[config.mk]
export PLATFORM = sky130hd
export DESIGN_NAME = segip_div_cell
export DESIGN_NICKNAME = d
export VERILOG_FILES = /design/src/segip_pkg.sv /design/src/segip_div_cell.sv
export SDC_FILE = /design/constraint.sdc
export NUM_CORES = 1
export LEC_CHECK = 0
export ABC_CLOCK_PERIOD_IN_PS = 5000
export BUFFER_PORTS_ARGS = -buffer_cell sky130_fd_sc_hd__buf_2
export CAP_MARGIN = 40
export CORE_ASPECT_RATIO = 0.7
export CORE_UTILIZATION = 40
export DETAILED_ROUTE_END_ITERATION = 12
export GPL_ROUTABILITY_DRIVEN = 0
export GPL_TIMING_DRIVEN = 0
export PLACE_DENSITY = 0.63
export SYNTH_ARGS = -nofsm -noshare
export SYNTH_HDL_FRONTEND = slang
export SYNTH_SLANG_ARGS = --single-unit
[constraint.sdc]
create_clock -name clk -period 5 [get_ports clk]
set_input_delay 0.5 -clock clk [delete_from_list [all_inputs] [get_ports clk]]
set_output_delay 0.5 -clock clk [all_outputs]
set_load 0.005 [all_outputs]
[src/segip_pkg.sv]
package segip_pkg;

  localparam int COORD_BITS_DEF = 24;
  localparam int FRAC_BITS_DEF  = 8;
  // width of the reported coordinates and of the quotient
  localparam int QW = 32;

  typedef enum logic [1:0] {
    HIT_NONE     = 2'd0,
    HIT_POINT    = 2'd1,
    HIT_PARALLEL = 2'd2
  } hit_t;

  // sideband that travels with an item down the pipeline
  typedef struct packed {
    logic valid;
    hit_t status;
    logic neg_x;
    logic neg_y;
    logic sat_x;
    logic sat_y;
  } ctl_t;

  typedef struct packed {
    hit_t                 status;
    logic signed [QW-1:0] x;
    logic signed [QW-1:0] y;
  } res_t;

endpackage

[src/segip_div_cell.sv]
module segip_div_cell
  import segip_pkg::*;
#(
  parameter int DMW = 51,
  parameter int RW  = DMW + QW,
  parameter int SH  = 0
) (
  input  logic            clk,
  input  logic            rst_n,
  input  logic            adv,
  input  ctl_t            in_ctl,
  input  logic [DMW-1:0]  in_den,
  input  logic [RW-1:0]   in_rem_x,
  input  logic [RW-1:0]   in_rem_y,
  input  logic [QW-1:0]   in_q_x,
  input  logic [QW-1:0]   in_q_y,
  output ctl_t            out_ctl,
  output logic [DMW-1:0]  out_den,
  output logic [RW-1:0]   out_rem_x,
  output logic [RW-1:0]   out_rem_y,
  output logic [QW-1:0]   out_q_x,
  output logic [QW-1:0]   out_q_y
);

  localparam logic [QW-1:0] QBIT = QW'(1) << SH;

  ctl_t            ctl_r;
  logic [DMW-1:0]  den_r;
  logic [RW-1:0]   rem_x_r, rem_y_r, rem_x_nxt, rem_y_nxt, den_sh;
  logic [QW-1:0]   q_x_r, q_y_r, q_x_nxt, q_y_nxt;
  logic            take_x, take_y;

  // one restoring step: this cell owns quotient bit SH
  always_comb begin
    den_sh    = RW'(in_den) << SH;
    take_x    = in_rem_x >= den_sh;
    take_y    = in_rem_y >= den_sh;
    rem_x_nxt = take_x ? in_rem_x - den_sh : in_rem_x;
    rem_y_nxt = take_y ? in_rem_y - den_sh : in_rem_y;
    q_x_nxt   = take_x ? (in_q_x | QBIT) : in_q_x;
    q_y_nxt   = take_y ? (in_q_y | QBIT) : in_q_y;
  end

  always_ff @(posedge clk) begin
    if (!rst_n) begin
      ctl_r <= '0;
    end else if (adv) begin
      ctl_r <= in_ctl;
    end
  end

  always_ff @(posedge clk) begin
    if (adv) begin
      den_r   <= in_den;
      rem_x_r <= rem_x_nxt;
      rem_y_r <= rem_y_nxt;
      q_x_r   <= q_x_nxt;
      q_y_r   <= q_y_nxt;
    end
  end

  assign out_ctl   = ctl_r;
  assign out_den   = den_r;
  assign out_rem_x = rem_x_r;
  assign out_rem_y = rem_y_r;
  assign out_q_x   = q_x_r;
  assign out_q_y   = q_y_r;

endmodule

======== Word level (Yosys, flattened, before mapping) ========
Index checks and enable logic that the tools add are counted.
storage, ports and cells
  register bits after elaboration ......... 288
  bits of input ports ..................... 291
  output and inout port bits .............. 288
  logic and storage cells ................. 19
cells by class
  $add $sub $neg .......................... 2
  order comparisons ....................... 2
  muxes and demuxes ....................... 2
operator list
  operator                        number
  >= comparator 83 x 51 -> 1 bit  2
  two-way mux 83 bit              2
  subtractor 83 x 51 -> 83 bit    2

======== Logic depth before layout (Yosys ltp) ========
  depth after elaboration ................. 2
  depth in mapped cells ................... 14
  depth with buffers taken out ............ 14

======== Least setup slack after synthesis ========
No wires, ideal clock.
  kind .................................... input -> register
  start point ............................. input port in_rem_y[0]
  end point ............................... register rem_y_r[60], in the netlist out_rem_y[60] (data pin)
  setup time .............................. 0.271 ns
  data arrival time ....................... 3.273 ns
  data required time ...................... 4.729 ns
  slack ................................... 1.456 ns
  stages on the path ...................... 14
  path buffers ............................ 0
  cells stage by stage .................... inv_1 ha_1 inv_1 fa_1 a21oi_1 o21bai_1 a211oi_1 o2111ai_1 and3_1 or3_1 a32oi_1 nand4_1 nor4_1 xor2_1
on the way
  word-level cells in the longest chain between the ends .. 2
  elaborated cells between the ends (all ways) .. 3
  classes of those cells .................. add/sub: 1; order compare: 1; mux: 1
ends and longest elaborated chain
  element                                                                                line                                        source
  start: declaration                                                                     segip_div_cell.sv:14                        input logic [RW-1:0] in_rem_y,
  subtractor 83 x 51 -> 83 bit / >= comparator 83 x 51 -> 1 bit (equally long branches)  segip_div_cell.sv:39, segip_div_cell.sv:37
  two-way mux 83 bit (*)                                                                 segip_div_cell.sv:39                        rem_y_nxt = take_y ? in_rem_y - den_sh : in_rem_y;
  net rem_y_nxt[60]                                                                      segip_div_cell.sv:29                        logic [RW-1:0] rem_x_r, rem_y_r, rem_x_nxt, rem_y_nxt, den_sh;
  end signal: assignment                                                                 segip_div_cell.sv:56                        rem_y_r <= rem_y_nxt;
  end: declaration                                                                       segip_div_cell.sv:29
The timed path passes the listed nets; every way through them passes the cells marked *.
A chain may end at the register's enable or synchronous reset.

======== Worst setup path after layout ========
  start point ............................. input port in_den[1]
  end point ............................... register rem_y_r[67], in the netlist out_rem_y[67] (data pin)
on the way
  word-level cells in the longest chain between the ends .. 2
  elaborated cells between the ends (all ways) .. 3
  classes of those cells .................. add/sub: 1; order compare: 1; mux: 1
ends and longest elaborated chain
  element                                                                                line                                        source
  start: declaration                                                                     segip_div_cell.sv:12                        input logic [DMW-1:0] in_den,
  subtractor 83 x 51 -> 83 bit / >= comparator 83 x 51 -> 1 bit (equally long branches)  segip_div_cell.sv:39, segip_div_cell.sv:37
  two-way mux 83 bit (*)                                                                 segip_div_cell.sv:39
  net rem_y_nxt[67]                                                                      segip_div_cell.sv:29
Marked as above.

==> impl_metrics.env <==
export IMPL_status="complete, no violations"
export IMPL_cp_max_fo=4
export IMPL_die_y_um=179
export IMPL_max_clock_path_buffers=3
export IMPL_powerDensity_nw_per_um2=310
export IMPL_clock_latency_ps=570
export IMPL_path_class="input pin to register"
export IMPL_grt_max_degree=127
export IMPL_cp_arrival_ps=4740
export IMPL_fp_row_count=64
export IMPL_comb_power_share=0.244
export IMPL_path_cells="buf_2, inv_1, ha_1, nor2b_1, o31ai_1, a211oi_1, o31ai_1, nor4_1, nor3_1, nor2_1, nor4_2, nand4b_1, xnor2_1"
export IMPL_ff2ff_setup_slack_ps=4370
export IMPL_synth_avg_cell_area_um2=9.97
export IMPL_yosys_most_used_dff="edfxtp_1"
export IMPL_fp_coreArea_um2=44000
export IMPL_hpwl_um=52000
export IMPL_antenna_found_initial=12
export IMPL_io_buffers=577
export IMPL_firstDrtPassIters=6
export IMPL_num_vias=16800
export IMPL_cp_common_cell="o31ai_1"
export IMPL_first_iter_violations=1845
export IMPL_antenna_left=0
export IMPL_synth_top_cell_by_area="edfxtp_1"
export IMPL_cts_tree="yes"
export IMPL_area_growth_synth_to_final_pct=26.3
export IMPL_drive_gt1_frac=0.280
export IMPL_drv_cap=0
export IMPL_hold_viol_final=0
export IMPL_crit_reg2reg_launch="out_ctl[0]$_SDFFE_PN0P_"
export IMPL_num_io_pins=579
export IMPL_switchingPower_uw=2060
export IMPL_slew_viol_final=0
export IMPL_synth_edf_count=281
export IMPL_ys_types=75
export IMPL_synth_top_area_frac=0.471
export IMPL_power_total_uw=7020
export IMPL_maxSlewHeadroom=0.326
export IMPL_cts_buffers=31
export IMPL_syn_num_nets=2193
export IMPL_worstMarginPinSlew_ps=1000
export IMPL_postCtsSetupRepairBufs=0
export IMPL_leakage_uw=0.00957
export IMPL_ys_seq_elements=288
export IMPL_max_freq_mhz=227
export IMPL_ys_warn_count=0
export IMPL_synth_area_leaders="edfxtp_1 (47%), ha_1 (7.1%), a21oi_1 (6.2%)"
export IMPL_required_ps=5330
export IMPL_grt_pass1_vias=15400
export IMPL_seqPwrFrac=0.435
export IMPL_pwr_share_clk=0.321
export IMPL_vias_per_cell=5.52
export IMPL_cts_max_level=1
export IMPL_final_nets=2807
export IMPL_drc=0
export IMPL_synth_cells=1798
export IMPL_period_share=0.882
export IMPL_cp_slowest_cell="o31ai_1"
export IMPL_die_x_um=255
export IMPL_ctsHoldBuffers=0
export IMPL_holdPathStages=1
export IMPL_reg2reg_to="out_ctl[0]$_SDFFE_PN0P_"
export IMPL_ctsResizeCount=0
export IMPL_grt_pass1_wl_um=90900
export IMPL_min_path_type="input pin to register"
export IMPL_grt_usage=0.264
export IMPL_slowest_delay_ps=770
export IMPL_hold_slack_ps=91.1
export IMPL_fin_skew_ps=0
export IMPL_hold_start="in_q_y[17]"
export IMPL_rsz0062_at_grt="false"
export IMPL_ir_drop_v=0.000251
export IMPL_end_kind="register"
export IMPL_dp_cells=2972
export IMPL_finalSetupViolCount=0
export IMPL_globalRouteOverflowTotal=0
export IMPL_wl_per_cell_um=21.0
export IMPL_clock_sinks=288
export IMPL_wl_um=64000
export IMPL_switching_share=0.294
export IMPL_async_flop_share=0
export IMPL_yosysSeqAreaShare=0.479
export IMPL_startpoint_type="input pin"
export IMPL_power_internal_uw=4960
export IMPL_start_util=0.408
export IMPL_clkSlewWorstSetupHoldPaths_ps=60
export IMPL_cts_root_buf="clkbuf_16"
export IMPL_fin_crit_ps=4410
export IMPL_die_area_um2=45700
export IMPL_netlist_area_um2=17900
export IMPL_rr_worst_depth=2
export IMPL_finalNonFillerCells=3041
export IMPL_min_to="out_q_y[17]$_DFFE_PP_"
==> sequential cells by signal, summed over array words and instances, names as in the netlist <==
name and count:
out_rem_x 83, out_q_y 32, out_ctl 7, out_q_x 32, out_rem_y 83, out_den 51
==> layout make-up <==
type                            count  area (um^2)
Inverter                           84          315
Multi-Input combinational cell   1342         8690
Buffer                             84          339
Clock buffer                       44          845
Antenna cell                       10         25.0
Sequential cell                   288         8580
Clock inverter                     14          134
Timing Repair Buffer              581         2960
Tap cell                          594          743
Fill cell                        4078        21300
==> synthesized netlist by cell type, drive strengths merged, types with 17 or more instances <==
library cell / n
xnor2: 90
or3: 30
ha: 102
buf: 20
xor2: 71
a21o: 39
a21oi: 221
nand2b: 17
clkbuf: 64
nand4: 55
nand2: 125
nand3: 31
o21bai: 22
nor2: 180
inv: 84
edfxtp: 281
nor3: 51
nor4: 26
o21ai: 72
==> placed cells by master, fill, tap and decap left out, drive strengths merged, types with 39 or more instances in the layout <==
cell type	synthesis	routed
nand2	125	125
nor2	180	180
buf	20	601
xnor2	90	90
ha	102	102
edfxtp	281	281
xor2	71	71
clkbuf	64	108
a21oi	221	221
o21ai	72	72
a21o	39	39
nor3	51	51
inv	84	85
nand4	55	55
==> cell families after synthesis <==
group / Yosys count / share of synthesized area
and+or+nand+nor: 593 / 0.163
AOI/OAI and AO/OA: 464 / 0.157
DFF: 288 / 0.479
buffers and inverters: 168 / 0.0365
xor gates and xnor gates: 161 / 0.0787
adders and majority gates: 104 / 0.0735
muxes: 20 / 0.0120
==> power groups by stage <==
stage,registers (uW),logic (uW),clock network (uW)
6_report,3050,1710,2260
5_1_grt,3080,1860,2390
4_1_cts,3060,1690,2310
3_5_place_dp,3100,1670,0
3_3_place_gp,3120,1650,0
2_1_floorplan,3140,854,0
==> routing by layer <==
metal	track usage	wire [um]	vias up
met2	0.400	27900	870
met4	0.0891	2020	6
met5	0	35	-
li1	-	-	7882
met3	0.0497	6260	98
met1	0.377	27700	7922
==> stage by stage <==
step / TNS (ps) / area (um^2) / worst slack (ps) / util
2_1_floorplan: 0 / 17900 / 1460 / -
3_5_place_dp: 0 / 21600 / 233 / 0.492
5_1_grt: 0 / 22600 / 432 / 0.514
6_report: 0 / 22600 / 589 / 0.515
3_3_place_gp: -187430 / 21500 / -1020 / 0.490
4_1_cts: 0 / 22600 / 834 / 0.514
==> how the worst max path moves through the flow <==
stage / cells after the start / end / from
finish: 13 / out_rem_y[67]$_DFFE_PP_ / in_den[1]
global route: 15 / out_rem_x[19]$_DFFE_PP_ / in_den[6]
CTS: 14 / out_rem_x[81]$_DFFE_PP_ / in_den[6]
detailed placement: 14 / out_rem_x[81]$_DFFE_PP_ / in_den[6]
global placement: 4 / out_ctl[4]$_SDFFE_PN0P_ / adv
floorplan: 14 / out_rem_y[60]$_DFFE_PP_ / in_rem_y[0]
==> critical path, delay by kind of cell <==
family | cells | cell delay (ps)
and+or+nand+nor | 6 | 1870
AOI/OAI and AO/OA | 3 | 1490
buffers and inverters | 2 | 380
adders and majority gates | 1 | 310
xor gates and xnor gates | 1 | 190
Power figures use the tool's default switching activity.
