--- src/segip_pkg.sv ---
package segip_pkg;

  localparam int COORD_BITS_DEF = 24;
  localparam int FRAC_BITS_DEF  = 8;
  // width of the reported coordinates and of the quotient
  localparam int QW = 32;

  typedef enum logic [1:0] {
    HIT_NONE     = 2'd0,
    HIT_POINT    = 2'd1,
    HIT_PARALLEL = 2'd2
  } hit_t;

  // sideband that travels with an item down the pipeline
  typedef struct packed {
    logic valid;
    hit_t status;
    logic neg_x;
    logic neg_y;
    logic sat_x;
    logic sat_y;
  } ctl_t;

  typedef struct packed {
    hit_t                 status;
    logic signed [QW-1:0] x;
    logic signed [QW-1:0] y;
  } res_t;

endpackage

--- src/segip_out_skid.sv ---
module segip_out_skid
  import segip_pkg::*;
(
  input  logic clk,
  input  logic rst_n,
  input  logic in_valid,
  input  res_t in_data,
  input  logic out_stall,
  output logic adv,
  output logic out_valid,
  output res_t out_data
);

  logic out_v_r, skid_v_r, out_free, push;
  res_t out_r, skid_r;

  assign adv      = !skid_v_r;
  assign push     = in_valid && adv;
  assign out_free = !out_v_r || !out_stall;

  always_ff @(posedge clk) begin
    if (!rst_n) begin
      out_v_r  <= 1'b0;
      skid_v_r <= 1'b0;
    end else begin
      if (skid_v_r) begin
        if (out_free) begin
          out_v_r  <= 1'b1;
          skid_v_r <= 1'b0;
        end
      end else if (push) begin
        if (out_free) begin
          out_v_r <= 1'b1;
        end else begin
          skid_v_r <= 1'b1;
        end
      end else if (out_free) begin
        out_v_r <= 1'b0;
      end
    end
  end

  always_ff @(posedge clk) begin
    if (skid_v_r) begin
      if (out_free) begin
        out_r <= skid_r;
      end
    end else if (push) begin
      if (out_free) begin
        out_r <= in_data;
      end else begin
        skid_r <= in_data;
      end
    end
  end

  assign out_valid = out_v_r;
  assign out_data  = out_r;

endmodule

--- config.mk ---
export PLATFORM = sky130hd
export DESIGN_NAME = segip_out_skid
export DESIGN_NICKNAME = d
export VERILOG_FILES = /design/src/segip_pkg.sv /design/src/segip_out_skid.sv
export SDC_FILE = /design/constraint.sdc
export NUM_CORES = 1
export LEC_CHECK = 0
export BUFFER_PORTS_ARGS = -buffer_cell sky130_fd_sc_hd__buf_2
export CAP_MARGIN = 0
export CORE_ASPECT_RATIO = 0.6
export CORE_UTILIZATION = 46
export DETAILED_ROUTE_END_ITERATION = 6
export GPL_TIMING_DRIVEN = 1
export PLACE_DENSITY_LB_ADDON = 0.2
export SLEW_MARGIN = 20
export SYNTH_ARGS = -nofsm -noshare
export SYNTH_HDL_FRONTEND = slang
export SYNTH_SLANG_ARGS = --single-unit
--- constraint.sdc ---
create_clock -name clk -period 5.9 [get_ports clk]
set_clock_uncertainty 0.2 [all_clocks]
set_input_delay 0.59 -clock clk [delete_from_list [all_inputs] [get_ports clk]]
set_output_delay 0.59 -clock clk [all_outputs]
set_load 0.02 [all_outputs]
# After elaboration in Yosys (flattened, before gate mapping)
# Index checks and enable logic that the tools add are counted.
# word_totals
output_inout_bits	68
regBits	134
word_cells	30
in_bits	70
# op_classes
reduce_logical	9
muxes	11
bitwise_logic	2
# ops
operator	n
2-to-1 mux 66 bit	4
2-to-1 mux 1 bit	7
logical NOT 1 bit	3
AND reduction 3 bit	1
nonzero test 3 bit	1
inverter 1 bit	2
AND reduction 2 bit	1
nonzero test 2 bit	1
logical AND 1 bit	1
logical OR 1 bit	1

# Depth between registers and ports, before layout
# Gate-level depths: netlist of the first run.
# logic_depth
ltp_word	5
ltp_mapped	5
depth_no_buf	2

# Worst setup path before layout of the first run
# OpenSTA, ideal clock, no wires.
# synth_path
path_kind	input port to flip-flop
startpoint	input port out_stall
endpoint	register skid_r[0] (netlist bit) (enable)
arrival_time_ps	5522
slack_ps	-407
path_buffers	0
setup_ps	585
path_stages	2
t_required_ps	5115
cell_sequence	nand2_1 -> nor3b_1
# synth_via
elab_chain_len	4
# synth_lines
item	line	text
from (decl)	segip_out_skid.sv:8	input logic out_stall,
logical NOT 1 bit	segip_out_skid.sv:19	assign out_free = !out_v_r || !out_stall;
logical OR 1 bit	segip_out_skid.sv:19	
inverter 1 bit (no line)	--	
AND reduction 3 bit (no line)	--	
to (signal assigned)	segip_out_skid.sv:52	skid_r <= in_data;
to (decl)	segip_out_skid.sv:15	res_t out_r, skid_r;
# No other way between the ends.
# A chain may end at the register's enable or synchronous reset.

# Worst setup path in the final report of the first run
# layout_path
startpoint	register skid_v_r
endpoint	register out_r, in the netlist out_data[57] (enable)
# layout_via
elab_chain_len	4
# layout_lines
item	line	text
from (decl)	segip_out_skid.sv:14	logic out_v_r, skid_v_r, out_free, push;
from (signal assigned)	segip_out_skid.sv:24	skid_v_r <= 1'b0;
from (signal assigned)	segip_out_skid.sv:29	skid_v_r <= 1'b0;
from (signal assigned)	segip_out_skid.sv:35	skid_v_r <= 1'b1;
logical NOT 1 bit	segip_out_skid.sv:17	assign adv = !skid_v_r;
logical AND 1 bit	segip_out_skid.sv:18	assign push = in_valid && adv;
nonzero test 2 bit (no line) (*)	--	
AND reduction 2 bit (no line) (*)	--	
to (signal assigned)	segip_out_skid.sv:46	out_r <= skid_r;
to (signal assigned)	segip_out_skid.sv:50	out_r <= in_data;
to (decl)	segip_out_skid.sv:15	
# Mark *: on every way between the ends. The rest lies on a longest branch, timed or not.

==> flow_metrics.py, run 1 <==
metrics = {
    "clock_network": {
        "clk_root_buffer_cell": "clkbuf_16",
        "cts_hold_repair.buffers": 0,
        "htreeDepth": 4,
        "max-clock-path-buffers": 2,
        "clkSinkCount": 134,
        "clk_pin_slew_worst_paths_ps": 50,
        "postCtsSetupRepairBufs": 0,
        "worst_skew_pair.late_latency_ps": 400,
        "post_cts_resized": 0,
        "cts_buffers": 17,
        "tritoncts": "done",
    },
    "timing": {
        "setup_viol": 0,
        "tightest_slew_ps": 980,
        "fin_ws_ps": 2830,
        "slew_headroom_pct": 34.7,
        "report.final.hold_viol_count": 0,
        "shortest_period_the_worst_path_allows_ps": 3070,
        "holdWs_ps": 176,
        "clock.fmax_mhz": 326,
        "setup_total_negative_slack_ps": 0,
        "rsz0062_at_grt": "no",
        "slew_viol_final": 0,
        "layout_worst_path_cycle_share_pct": 52.0,
    },
    "placed_design": {
        "dpl_worst_slack_ps": 2710,
        "placed_cells_incl_taps": 481,
        "placedInstanceArea_um2": 5710,
        "place_hpwl_um": 5310,
        "buffer_ports.inserted": 137,
        "gp_routability_congestion": 0.719,
    },
    "drt": {
        "drt_first_iter_violations": 165,
        "wl_met1_um": 4180,
        "routed_wirelength_um": 8500,
        "via_per_inst": 4.87,
        "drtPass1Iterations": 4,
        "detailroute.wirelength.met3_um": 752,
        "vias": 2491,
        "drt.antenna.violating_nets": 0,
        "post_drt_wl_per_cell_um": 16.6,
        "met2_length_um": 3520,
        "route.top_layer_used": "met4",
        "total_drc_errors_in_the_routed_layout": 0,
    },
    "critical_path": {
        "worst-endpoint-required_ps": 5740,
        "start_kind": "flip-flop",
        "critPathKind": "reg2reg",
        "worst_ep_arrival_time_ps": 2910,
        "worst-path-max-fanout": 69,
        "critical_path.endpoint_type": "flip-flop",
    },
    "global_routing": {
        "largest_net_degree_at_the_start_of_global_routing": 70,
        "track_usage_pct": 16.2,
        "first_global_vias": 2422,
        "grt_first_pass_wirelength_um": 12600,
        "grt_antenna_before_repair": 0,
        "grt_overflow_total": 0,
    },
    "power": {
        "irDropWorstVdd_mv": 0.209,
        "power_frac_comb_pct": 6.5,
        "clock_power_share_pct": 46.4,
        "power_density_nw_per_um2": 374,
        "swShare_pct": 19.7,
        "total_power_mw": 2.36,
        "sequentialPowerShare_pct": 47.2,
        "power.net_switching_uw": 466,
        "p_leak_nw": 2.38,
        "p_int_mw": 1.90,
    },
    "final_layout": {
        "n_fill_cell": 741,
        "antenna_cells": 0,
        "finalNonFillerCells": 511,
        "area_growth_pct": 29.5,
        "post-route-util_pct": 62.7,
        "nNetsFinal": 435,
        "final_layout_size_suffix_gt1_share_pct": 62.5,
        "layout.cell_area.non_filler_um2": 6320,
    },
    "yosys": {
        "synth.top_cells.by_count": "edfxtp_1, mux2_2, mux2_4",
        "yosys-top-cells-area": "edfxtp_1, mux2_2, mux2_4",
        "postSynth.topFlopCell": "edfxtp_1",
        "synthArstFlopShare_pct": 0,
        "synth_cell_type_count": 13,
        "synth.ff_latch_count": 134,
        "area_fraction_of_the_dominant_cell_type_after_synthesis_pct": 81.2,
        "netlist_instances": 215,
        "yosysWarningCount": 0,
        "synth.largest_area_cell": "edfxtp_1",
        "netlist_area_um2": 4880,
        "postSynthNetCount": 285,
        "synth.avg_cell_area_um2": 22.7,
        "most_common_cell_in_the_netlist": "edfxtp_1",
        "number_of_enable_type_register_cells_in_the_synthesized_netlist": 132,
        "synth.yosys.seq_area_share_pct": 82.0,
    },
    "outcome": {
        "outcome": "complete, no violations",
    },
    "floorplan": {
        "ioPinCount": 138,
        "die_height_um": 81.8,
        "floorplan.die_area_um2": 11000,
        "design.core.area_um2": 10100,
        "chipWidth_um": 135,
        "initial_core_util_pct": 48.4,
        "floorplan.rows": 28,
    },
    "hold_path": {
        "worst_hold_path_type": "in2reg",
    },
    "run": {
        "max_cap_viol_count": 0,
    },
}
==> worst max-delay path, cell delays in order (launching register included) <==
cell	delay, ps
dfxtp_4	1010
nor2_2	160
a21oi_4	730
buf_4	570
==> state kept, by name, indices dropped and copies added (netlist names) <==
register	flops
skid_r	66
out_data	66
out_valid	1
skid_v_r	1
==> area by class of cell <==
cell class	instances	area (um2)	area share (%)
sequential	134	4010	63.4
multi-input combinational	72	830	13.1
timing repair buffer	139	701	11.1
clock buffer	17	425	6.73
clock inverter	13	188	2.97
tap	135	169	2.67
inverter	1	3.75	0.0594
==> power by group through the flow <==
stage | Combinational [mW] | Clock (mW) | Sequential [mW]
after floorplan | 0.0470 | 0 | 1.17
after global placement | 0.152 | 0 | 1.13
after global routing | 0.164 | 1.16 | 1.12
final | 0.153 | 1.10 | 1.11
after detailed placement | 0.155 | 0 | 1.13
after CTS | 0.155 | 1.12 | 1.12
==> cell families (layout without fill, tap and decap cells) <==
| group | after synthesis | in the layout | synth area share, % |
|---|---|---|---|
| simple gates | 4 | 4 | 0.512 |
| compound gates | 2 | 2 | 0.256 |
| mux | 66 | 66 | 15.8 |
| buf+inv | 9 | 170 | 1.46 |
| flops | 134 | 134 | 82.0 |
==> per-layer routing <==
metal	vias to the layer above	track usage, %
li1	1167	-
met1	1214	23.6
met2	104	21.6
met3	6	6.42
met4	0	6.40
met5	-	0
==> final timing paths <==
path | start | to | slack (ps) | cells after the start
setup / recovery | skid_v_r$_SDFF_PN0_ | out_data[57]$_DFFE_PP_ | 2830 | 3
hold reg to reg | skid_r[36]$_DFFE_PP_ | out_data[36]$_DFFE_PP_ | 340 | 1
hold / removal | in_data[4] | skid_r[4]$_DFFE_PP_ | 180 | 1
setup reg to reg | skid_v_r$_SDFF_PN0_ | out_data[57]$_DFFE_PP_ | 2830 | 3
==> cell usage in the layout, fill, tap and decap left out <==
cell type   instances
dfxtp_4             1
clkinv_2            3
nand2_1             1
buf_4               2
nor2_2              1
buf_2             137
clkinv_1            4
inv_1               1
dfxtp_1             1
a21boi_0            1
nor3b_4             1
nor3b_1             1
clkbuf_16          17
mux2_2             59
mux2_4              7
edfxtp_1          132
a21oi_4             1
clkinvlp_4          1
bufinv_16           5
Power figures use the tool's default switching activity.
==> run 2, diff against run 1 <==
--- a/config.mk
+++ b/config.mk
@@ -8,7 +8,7 @@
 export BUFFER_PORTS_ARGS = -buffer_cell sky130_fd_sc_hd__buf_2
 export CAP_MARGIN = 0
 export CORE_ASPECT_RATIO = 0.6
-export CORE_UTILIZATION = 46
+export CORE_UTILIZATION = 51
 export DETAILED_ROUTE_END_ITERATION = 6
 export GPL_TIMING_DRIVEN = 1
 export PLACE_DENSITY_LB_ADDON = 0.2
==> constraint.sdc (replaced) <==
create_clock -name clk -period 2.9 [get_ports clk]
set_clock_uncertainty 0.2 [all_clocks]
set_input_delay 0.29 -clock clk [delete_from_list [all_inputs] [get_ports clk]]
set_output_delay 0.29 -clock clk [all_outputs]
set_load 0.02 [all_outputs]
==> flow_metrics.py, run 2 (synthesized netlist as in run 1, its figures left out) <==
metrics = {
    "hold_path": {
        "worst_hold_path_type": "in2reg",
        "hold_path_depth": 3,
    },
    "drt": {
        "detailroute.wirelength.met3_um": 568,
        "drt.antenna.violating_nets": 0,
        "drt_first_iter_violations": 225,
        "wl_met1_um": 4330,
        "via_per_inst": 4.83,
        "vias": 2767,
        "routed_wirelength_um": 9110,
        "total_drc_errors_in_the_routed_layout": 0,
        "drtPass1Iterations": 4,
        "post_drt_wl_per_cell_um": 15.9,
        "route.top_layer_used": "met4",
        "met2_length_um": 4120,
    },
    "critical_path": {
        "worst_path_largest_cell_delay_ps": 780,
        "cp_slowest_cell": "dfxtp_4",
        "worst-path-max-fanout": 46,
        "worst_ep_arrival_time_ps": 2030,
        "crit_path_cell_trace": "buf_4 -> mux2_2",
        "critPathKind": "reg2reg",
        "start_kind": "flip-flop",
        "path_depth": 2,
        "worst_r2r_path_depth": 2,
        "critical_path.endpoint_type": "flip-flop",
        "worst-endpoint-required_ps": 2850,
        "critPathBufInv": 1,
        "timing.reg2reg.setup_slack_ps": 820,
        "crit_family": "flip-flops",
    },
    "power": {
        "irDropWorstVdd_mv": 0.440,
        "p_leak_nw": 2.62,
        "total_power_mw": 4.49,
        "power_density_nw_per_um2": 650,
    },
    "clock_network": {
        "cts_hold_repair.buffers": 67,
        "postCtsSetupRepairBufs": 0,
        "clk_pin_slew_worst_paths_ps": 50,
        "cts_buffers": 17,
        "clkSinkCount": 134,
        "tritoncts": "done",
        "htreeDepth": 4,
        "worst_skew_pair.late_latency_ps": 400,
        "max-clock-path-buffers": 2,
        "clk_root_buffer_cell": "clkbuf_16",
        "post_cts_resized": 0,
    },
    "floorplan": {
        "initial_core_util_pct": 52.9,
        "design.core.area_um2": 9220,
        "chipWidth_um": 128,
        "floorplan.rows": 27,
        "ioPinCount": 138,
        "floorplan.die_area_um2": 9980,
        "die_height_um": 77.8,
    },
    "global_routing": {
        "track_usage_pct": 19.7,
        "grt_antenna_before_repair": 0,
        "first_global_vias": 2778,
        "largest_net_degree_at_the_start_of_global_routing": 67,
        "grt_overflow_total": 0,
        "grt_first_pass_wirelength_um": 14100,
    },
    "final_layout": {
        "final_common_cell": "buf_2",
        "most_used_cells_in_the_layout_excluding_fill_and_tap_cells": "buf_2, edfxtp_1, dlygate4sd3_1",
        "post-route-util_pct": 74.9,
        "antenna_cells": 0,
        "layout.cell_area.non_filler_um2": 6910,
        "nNetsFinal": 503,
        "final_layout_size_suffix_gt1_share_pct": 52.1,
        "area_growth_pct": 41.5,
    },
    "placed_design": {
        "placedInstanceArea_um2": 5740,
        "place_hpwl_um": 5210,
        "gp_routability_congestion": 0.760,
        "buffer_ports.inserted": 137,
    },
    "timing": {
        "setup_viol": 0,
        "slew_viol_final": 0,
        "layout_worst_path_cycle_share_pct": 71.9,
        "slew_headroom_pct": 56.1,
        "report.final.hold_viol_count": 0,
        "tightest_slew_ps": 659,
        "rsz0062_at_grt": "no",
        "clock.fmax_mhz": 480,
        "shortest_period_the_worst_path_allows_ps": 2080,
    },
    "outcome": {
        "outcome": "complete, no violations",
    },
    "run": {
        "max_cap_viol_count": 0,
    },
}
-- run 2: cell count changes in the layout (fill, tap and decap cells not counted), sizes merged --
cell,change
bufinv,-4
clkbuf,+3
buf,+1
clkinvlp,-1
dlygate4sd3,+67
clkinv,+1
-- run 2: layout make-up --
type                       count  area (um2)
tap                          130         163
clock buffer                  20         437
clock inverter                 9        63.8
sequential                   134        4010
inverter                       1        3.75
multi-input combinational     72         830
fill                         568        2310
timing repair buffer         207        1400
-- run 2: power by group --
part	total, mW	internal [mW]	switching, mW
Combinational	0.390	0.190	0.200
Clock	1.83	1.14	0.693
Sequential	2.27	2.24	0.0294
Total	4.49	3.57	0.923
-- run 2: stage by stage --
| stage | setup WS (ps) | hold WS, ps | instances | setup TNS, ps |
|---|---|---|---|---|
| 6_report | 816 | 29.6 | 573 | 0 |
| 5_1_grt | 717 | 70.2 | 573 | 0 |
| 4_1_cts | 795 | 14.6 | 573 | 0 |
| 3_3_place_gp | 832 | 282 | 477 | 0 |
| 2_1_floorplan | -131 | 189 | 215 | -8640 |
| 3_5_place_dp | 802 | 282 | 477 | 0 |
-- run 2: path summary, 6_finish.rpt --
check | startpoint | end
max reg2reg | skid_v_r$_SDFF_PN0_ | out_data[17]$_DFFE_PP_
max | skid_v_r$_SDFF_PN0_ | out_data[17]$_DFFE_PP_
min reg2reg | skid_r[22]$_DFFE_PP_ | out_data[22]$_DFFE_PP_
min | in_valid | out_valid$_SDFFE_PN0P_
-- run 2: metal layers --
metal  global-route usage, %  vias to the layer above
li1                        -                     1294
met1                    27.4                     1362
met2                    28.3                      102
met3                    7.59                        9
met4                    7.06                        0
met5                       0                        -
-- run 2: worst min-delay path: stages --
cell	delay (ps)
buf_2	100
nor2_2	50
a21boi_0	140
==> run 3, diff against run 2 <==
--- a/config.mk
+++ b/config.mk
@@ -8,7 +8,7 @@
 export BUFFER_PORTS_ARGS = -buffer_cell sky130_fd_sc_hd__buf_2
 export CAP_MARGIN = 0
 export CORE_ASPECT_RATIO = 0.6
-export CORE_UTILIZATION = 51
+export CORE_UTILIZATION = 46
 export DETAILED_ROUTE_END_ITERATION = 6
 export GPL_TIMING_DRIVEN = 1
 export PLACE_DENSITY_LB_ADDON = 0.2
==> constraint.sdc (replaced) <==
create_clock -name clk -period 1.9 [get_ports clk]
set_clock_uncertainty 0.2 [all_clocks]
set_input_delay 0.19 -clock clk [delete_from_list [all_inputs] [get_ports clk]]
set_output_delay 0.19 -clock clk [all_outputs]
set_load 0.02 [all_outputs]
==> flow_metrics.py, run 3 (synthesized netlist as in run 1, its figures left out) <==
metrics = {
    "outcome": {
        "outcome": "complete, no violations",
    },
    "drt": {
        "drtPass1Iterations": 5,
        "post_drt_wl_per_cell_um": 16.4,
        "vias": 2770,
        "total_drc_errors_in_the_routed_layout": 0,
        "routed_wirelength_um": 9630,
        "drt_first_iter_violations": 126,
        "drt.antenna.violating_nets": 0,
        "via_per_inst": 4.71,
    },
    "placed_design": {
        "gp_routability_congestion": 0.707,
        "buffer_ports.inserted": 137,
        "place_hpwl_um": 5970,
    },
    "critical_path": {
        "worst-path-max-fanout": 15,
        "regToRegStartpoint": "out_valid$_SDFFE_PN0P_",
        "critPathCapture": "adv",
        "critPathLaunch": "skid_v_r$_SDFF_PN0_",
        "critical_path.endpoint_type": "output pin",
        "timing.reg2reg.setup_slack_ps": 270,
        "worst_ep_arrival_time_ps": 1280,
        "critical_path.reg2reg.endpoint": "skid_r[65]$_DFFE_PP_",
        "worst_r2r_path_depth": 3,
        "critPathKind": "reg2out",
        "start_kind": "flip-flop",
        "worst-endpoint-required_ps": 1510,
    },
    "final_layout": {
        "most_used_cells_in_the_layout_excluding_fill_and_tap_cells": "buf_2, edfxtp_1, dlygate4sd3_1",
        "post-route-util_pct": 70.3,
        "final_layout_size_suffix_gt1_share_pct": 54.1,
        "area_growth_pct": 45.3,
        "antenna_cells": 0,
        "final_common_cell": "buf_2",
        "nNetsFinal": 510,
    },
    "global_routing": {
        "grt_antenna_before_repair": 0,
        "track_usage_pct": 18.5,
        "first_global_vias": 2849,
        "largest_net_degree_at_the_start_of_global_routing": 46,
        "grt_overflow_total": 0,
        "grt_first_pass_wirelength_um": 14400,
    },
    "timing": {
        "report.final.hold_viol_count": 0,
        "setup_viol": 0,
        "rsz0062_at_grt": "no",
        "layout_worst_path_cycle_share_pct": 87.7,
        "clock.fmax_mhz": 600,
        "slew_viol_final": 0,
        "slew_headroom_pct": 70.4,
        "shortest_period_the_worst_path_allows_ps": 1670,
        "tightest_slew_ps": 445,
    },
    "floorplan": {
        "initial_core_util_pct": 48.4,
        "ioPinCount": 138,
        "floorplan.die_area_um2": 11000,
        "floorplan.rows": 28,
        "die_height_um": 81.8,
        "design.core.area_um2": 10100,
        "chipWidth_um": 135,
    },
    "clock_network": {
        "post_cts_resized": 0,
        "max-clock-path-buffers": 2,
        "postCtsSetupRepairBufs": 0,
        "tritoncts": "done",
        "htreeDepth": 4,
        "cts_buffers": 17,
        "clk_pin_slew_worst_paths_ps": 60,
        "worst_skew_pair.late_latency_ps": 410,
        "clkSinkCount": 134,
        "cts_hold_repair.buffers": 69,
        "clk_root_buffer_cell": "clkbuf_16",
    },
    "hold_path": {
        "min_from": "out_stall",
        "worst_hold_path_type": "in2reg",
    },
    "power": {
        "total_power_mw": 7.58,
        "p_leak_nw": 2.71,
        "power_density_nw_per_um2": 1070,
        "irDropWorstVdd_mv": 0.727,
    },
    "run": {
        "max_cap_viol_count": 0,
    },
}
-- run 3: cell types whose count changed in the layout (fill, tap and decap cells not counted), moves of 2 or more --
cell	before	now
clkinvlp_4	0	2
bufinv_16	1	5
buf_4	1	7
clkbuf_1	3	1
clkinv_1	5	1
dlygate4sd3_1	67	69
-- run 3: area by class of cell --
type | count | area (um2)
clock inverter | 14 | 206
timing repair buffer | 214 | 1450
multi-input combinational | 72 | 830
tap | 135 | 169
sequential | 134 | 4010
clock buffer | 18 | 429
inverter | 1 | 3.75
fill | 683 | 3000
-- run 3: critical path: stages, from the launching register on --
cell and delay (ps):
dfxtp_4 380, buf_4 260, inv_1 60, buf_2 160
-- run 3: worst min-delay path by stage --
stage,endpoint,slack (ps),cells after the start
after floorplan,skid_r[0]$_DFFE_PP_,90,0
after global placement,skid_r[54]$_DFFE_PP_,180,1
after detailed placement,skid_r[54]$_DFFE_PP_,180,1
after CTS,out_valid$_SDFFE_PN0P_,4,3
after global routing,out_valid$_SDFFE_PN0P_,30,3
final,out_valid$_SDFFE_PN0P_,9,3
-- run 3: through the flow --
stage / setup slack [ps] / setup TNS, ps / cells / area (um2) / hold slack (ps)
5_1_grt: 148 / 0 / 588 / 7090 / 29.6
6_report: 234 / 0 / 588 / 7090 / 9.10
2_1_floorplan: -1130 / -110520 / 215 / 4910 / 88.9
4_1_cts: 210 / 0 / 588 / 7090 / 3.75
3_3_place_gp: 297 / 0 / 487 / 5770 / 178
3_5_place_dp: 249 / 0 / 487 / 5770 / 182
-- run 3: power by group --
group,total [mW],leakage [nW],internal [mW],switching [mW]
combinational,0.611,1.15,0.293,0.318
sequential,3.44,1.26,3.41,0.0339
clock,3.52,0.307,2.32,1.21
total,7.58,2.71,6.02,1.56
-- run 3: metal layers --
layer / track usage [%] / wire length [um] / up-vias
li1: - / - / 1317
met1: 22.4 / 4290 / 1339
met2: 29.2 / 4380 / 106
met3: 7.65 / 860 / 8
met4: 8.43 / 91 / 0
met5: 0 / 0 / -
